$ cat src/hw/rtl/tdct_pkg.sv
`timescale 1ns / 1ps
package tdct_pkg;

	localparam int ACTION_W = 2;
	localparam int DUR_W    = 24;
	localparam int PRE_W    = 7;
	localparam int TOTAL_W  = 30;

	localparam logic [TOTAL_W-1:0] TOTAL_MAX = 30'h3FFF_FFFF;

	localparam int MAX_TASKS_DEF     = 64;
	localparam int DURATION_BITS_DEF = 24;

	// request actions
	localparam logic [ACTION_W-1:0] ACT_DECL   = 2'd0;
	localparam logic [ACTION_W-1:0] ACT_PREREQ = 2'd1;
	localparam logic [ACTION_W-1:0] ACT_RUN    = 2'd2;

	// controller to datapath
	typedef struct packed {
		logic decl;
		logic prereq;
		logic pass_init;
		logic issue;
		logic commit;
		logic emit;
	} cmd_t;

	// datapath to controller
	typedef struct packed {
		logic count_zero;
		logic last_issue;
		logic found;
		logic out_free;
	} stat_t;

endpackage

$ cat src/hw/rtl/tdct_ctrl.sv
`timescale 1ns / 1ps
module tdct_ctrl import tdct_pkg::*; (
	input  logic                clk,
	input  logic                arst_n,
	input  logic                in_valid,
	input  logic [ACTION_W-1:0] in_action,
	output logic                in_ready,
	input  stat_t               st,
	output cmd_t                cmd
);

	typedef enum logic [4:0] {
		S_IDLE  = 5'b00001,
		S_SCAN  = 5'b00010,
		S_DRAIN = 5'b00100,
		S_ROUND = 5'b01000,
		S_EMIT  = 5'b10000
	} state_t;

	state_t state_q, state_d;
	logic   acc;

	assign in_ready = (state_q == S_IDLE);
	assign acc      = in_valid && in_ready;

	// next state and commands
	always_comb begin
		state_d = state_q;
		cmd     = '0;
		case (state_q)
			S_IDLE: begin
				if (acc) begin
					case (in_action)
						ACT_DECL:   cmd.decl = 1'b1;
						ACT_PREREQ: cmd.prereq = 1'b1;
						ACT_RUN: begin
							if (st.count_zero) begin
								state_d = S_EMIT;
							end else begin
								cmd.pass_init = 1'b1;
								state_d       = S_SCAN;
							end
						end
						default: ;
					endcase
				end
			end
			S_SCAN: begin
				cmd.issue = 1'b1;
				if (st.last_issue) state_d = S_DRAIN;
			end
			S_DRAIN: state_d = S_ROUND;
			S_ROUND: begin
				if (st.found) begin
					cmd.commit = 1'b1;
					state_d    = S_SCAN;
				end else begin
					state_d = S_EMIT;
				end
			end
			S_EMIT: begin
				if (st.out_free) begin
					cmd.emit = 1'b1;
					state_d  = S_IDLE;
				end
			end
			default: state_d = S_IDLE;
		endcase
	end

	always_ff @(posedge clk or negedge arst_n) begin
		if (!arst_n) state_q <= S_IDLE;
		else state_q <= state_d;
	end

endmodule

$ cat config.mk
export PLATFORM = sky130hd
export DESIGN_NAME = tdct_ctrl
export DESIGN_NICKNAME = d
export VERILOG_FILES = /design/src/hw/rtl/tdct_pkg.sv /design/src/hw/rtl/tdct_ctrl.sv
export SDC_FILE = /design/constraint.sdc
export NUM_CORES = 1
export LEC_CHECK = 0
export BUFFER_PORTS_ARGS = -buffer_cell sky130_fd_sc_hd__buf_4
export CAP_MARGIN = 10
export CORE_AREA = 5 5 42 44
export DETAILED_ROUTE_END_ITERATION = 7
export DIE_AREA = 0 0 47 49
export PLACE_DENSITY_LB_ADDON = 0.15
export SLEW_MARGIN = 5
export SYNTH_ARGS = -nofsm -noshare
export SYNTH_HDL_FRONTEND = slang
export SYNTH_SLANG_ARGS = --single-unit
export TNS_END_PERCENT = 50
$ cat constraint.sdc
create_clock -name clk -period 2.2 [get_ports clk]
set_clock_uncertainty 0.15 [all_clocks]
set_input_delay 0.11 -clock clk [delete_from_list [all_inputs] [get_ports clk]]
set_output_delay 0.11 -clock clk [all_outputs]
set_load 0.01 [all_outputs]
==> results.sh <==
export IMPL_fmax_mhz=537
export IMPL_largest_reg_flops=5
export IMPL_cts_buffer_depth=2
export IMPL_drc=0
export IMPL_crit_fanout=7
export IMPL_vias_per_cell=4.63
export IMPL_worst_path_buf_inv=1
export IMPL_slew_headroom=0.837
export IMPL_firstDrtPassIters=4
export IMPL_grt_pass1_wl_um=1410
export IMPL_p_leak_nw=0.243
export IMPL_syn_cell_area_sq_um=322
export IMPL_hold_viol_final=0
export IMPL_antenna_found_initial=0
export IMPL_syn_nets=44
export IMPL_worst_skew_pair_late_latency_ns=0.25
export IMPL_syn_area_per_cell_sq_um=9.19
export IMPL_fin_crit_sh=0.846
export IMPL_areaGrowthSynthToFinish_pct=55.6
export IMPL_grt_setup_unrepaired="no"
export IMPL_mostFrequentLayoutCell="buf_4"
export IMPL_peakVddDrop_mv=0.610
export IMPL_regMostFlops="state_q"
export IMPL_start_kind="flop"
export IMPL_outcome="completed"
export IMPL_path_cells="or3_1 > nor3b_1 > and2_1 > buf_4"
export IMPL_r2r_end="state_q[0]"
export IMPL_worstSetupEndpoint="cmd[1]"
export IMPL_grt_ovfl_total=0
export IMPL_vias=333
export IMPL_reg2reg_depth=3
export IMPL_cts_tree="yes"
export IMPL_finalCriticalPeriod_ns=1.86
export IMPL_wirelength_um=779
export IMPL_cts_root_buffer="clkbuf_4"
export IMPL_drv_slew=0
export IMPL_clk_pin_slew_ns=0.04
export IMPL_post_drt_wl_per_cell_um=10.8
export IMPL_ys_warn_count=0
export IMPL_fill_cells=153
export IMPL_netlist_instances=35
export IMPL_swShare=0.366
export IMPL_core_region_area_sq_mm=0.00140
export IMPL_place_area_sq_um=454
export IMPL_ys_seq_elements=5
export IMPL_hold_path_class="input port to flop"
export IMPL_dieArea_sq_mm=0.00230
export IMPL_cp_end_kind="primary output"
export IMPL_h_tree_depth=1
export IMPL_layout_common_cells="buf_4, nor2_1, dfrtp_1"
export IMPL_regArea_sq_um=126
export IMPL_r2r_start="state_q[2]"
export IMPL_setup_viol=0
export IMPL_drt_first_iter_violations=6
export IMPL_ant_nets=0
export IMPL_initial_core_util=0.229
export IMPL_multi_input_area_sq_um=188
export IMPL_final_nets=66
export IMPL_p_per_area_mw_per_mm2=935
export IMPL_io_pins=16
export IMPL_numCtsBuffers=3
export IMPL_grt_pass1_vias=359
export IMPL_tightest_slew_ns=0.241
export IMPL_top_regs="state_q x5"
export IMPL_combPwrFrac=0.445
export IMPL_num_rows=14
export IMPL_diodes=0
export IMPL_cp_arrival_ns=1.60
export IMPL_dieHeight_um=49
export IMPL_gp_congestion=0.670
export IMPL_cp_startpoint="state_q[2]"
export IMPL_cts_num_sinks=5
export IMPL_portBuffers=15
export IMPL_worst_path_stages=4
export IMPL_drive_above_1_share=0.357
export IMPL_power_frac_clock=0.226
export IMPL_cp_required_ns=1.94
export IMPL_p_switching_mw=0.171
export IMPL_reg2reg_slack_ns=0.44
export IMPL_cp_top_family="simple AND/OR/NAND/NOR gates"
export IMPL_tns_ns=0
export IMPL_die_w_um=47
export IMPL_synth_distinct_cells=20
export IMPL_design_area_sq_um=500
export IMPL_power_frac_seq=0.329
export IMPL_gr_usage_all_layers=0.0876
export IMPL_crit_type="flop to primary output"
export IMPL_cp_slowest_cell="dfrtp_1"
export IMPL_cp_slowest_stage_delay_ns=0.42
export IMPL_ys_seq_area_frac=0.393
export IMPL_internal_power_mw=0.297
export IMPL_grt_max_degree=8
export IMPL_cap_viol_max_count=0
worst min path at each step:
stage,from,endpoint,slack [ns],cells after the start
finish,st[1],state_q[1],0.03,3
CTS,st[1],state_q[1],0.03,3
global placement,arst_n,state_q[1],-0.24,1
floorplan,arst_n,state_q[1],-0.34,0
global route,st[1],state_q[1],0.03,3
detailed placement,arst_n,state_q[1],-0.24,1
cell type report:
class                   count  share of cell area
clock buffers               4              0.0525
inverters                   2              0.0150
multi-input cells          28               0.375
flip-flops and latches      5               0.252
well taps                  16              0.0400
repair buffers             17               0.265
synthesized netlist by cell type:
library cell,count,share of area
a2bb2oi_1,2,0.054
a31o_1,1,0.027
and2_1,3,0.058
and3_2,1,0.023
and4b_1,2,0.062
dfrtp_1,4,0.31
dfstp_2,1,0.082
inv_1,2,0.023
nand3_1,2,0.031
nand3b_1,2,0.047
nor2_1,4,0.047
nor3_1,2,0.031
nor3b_1,1,0.023
nor4b_1,1,0.027
o211ai_1,1,0.023
o21ai_0,2,0.031
o22ai_1,1,0.019
or3_1,1,0.019
or4b_1,1,0.031
xor2_1,1,0.027
worst register-to-register path: stages (launching register included):
cell and delay (ns):
dfrtp_1 0.42, or3_1 0.40, or4b_1 0.50, a31o_1 0.22
layer usage:
metal / up-vias / track usage / share of wire / routed length (um)
li1: 174 / - / - / -
met1: 141 / 0.106 / 0.46 / 356
met4: 0 / 0.0553 / 0.024 / 19
met5: - / 0 / 0 / 0
met3: 2 / 0.0664 / 0.098 / 76
met2: 16 / 0.104 / 0.42 / 327
stage by stage:
step                std cells  hold slack, ns  utilization  power, mW  setup WS [ns]
global route               72          0.0317        0.357      0.514          0.202
floorplan                  35          -0.336            -      0.285          0.505
detailed placement         66          -0.236        0.324      0.363          0.457
CTS                        72          0.0257        0.357      0.475          0.335
global placement           66          -0.236        0.324      0.372          0.471
finish                     72          0.0251        0.357      0.468          0.339
repair_timing:
action | CTS | global route
setup buffers | 0 | 0
resized for setup | 0 | 0
hold endpoints to repair | 7 | 0
hold buffers | 2 | 0
power by group through the flow:
stage / Combinational, mW / Clock, mW / Sequential [mW]
finish: 0.208 / 0.106 / 0.154
global route: 0.235 / 0.121 / 0.158
CTS: 0.212 / 0.109 / 0.154
detailed placement: 0.207 / 0 / 0.155
global placement: 0.216 / 0 / 0.156
floorplan: 0.138 / 0 / 0.147
cells by family after synthesis:
group                     synth area share
DFF                                  0.393
and+or+nand+nor                      0.401
AOI/OAI and AO/OA                    0.156
xor gates and xnor gates            0.0272
buffers and inverters               0.0234
Power figures use the tool's default switching activity.
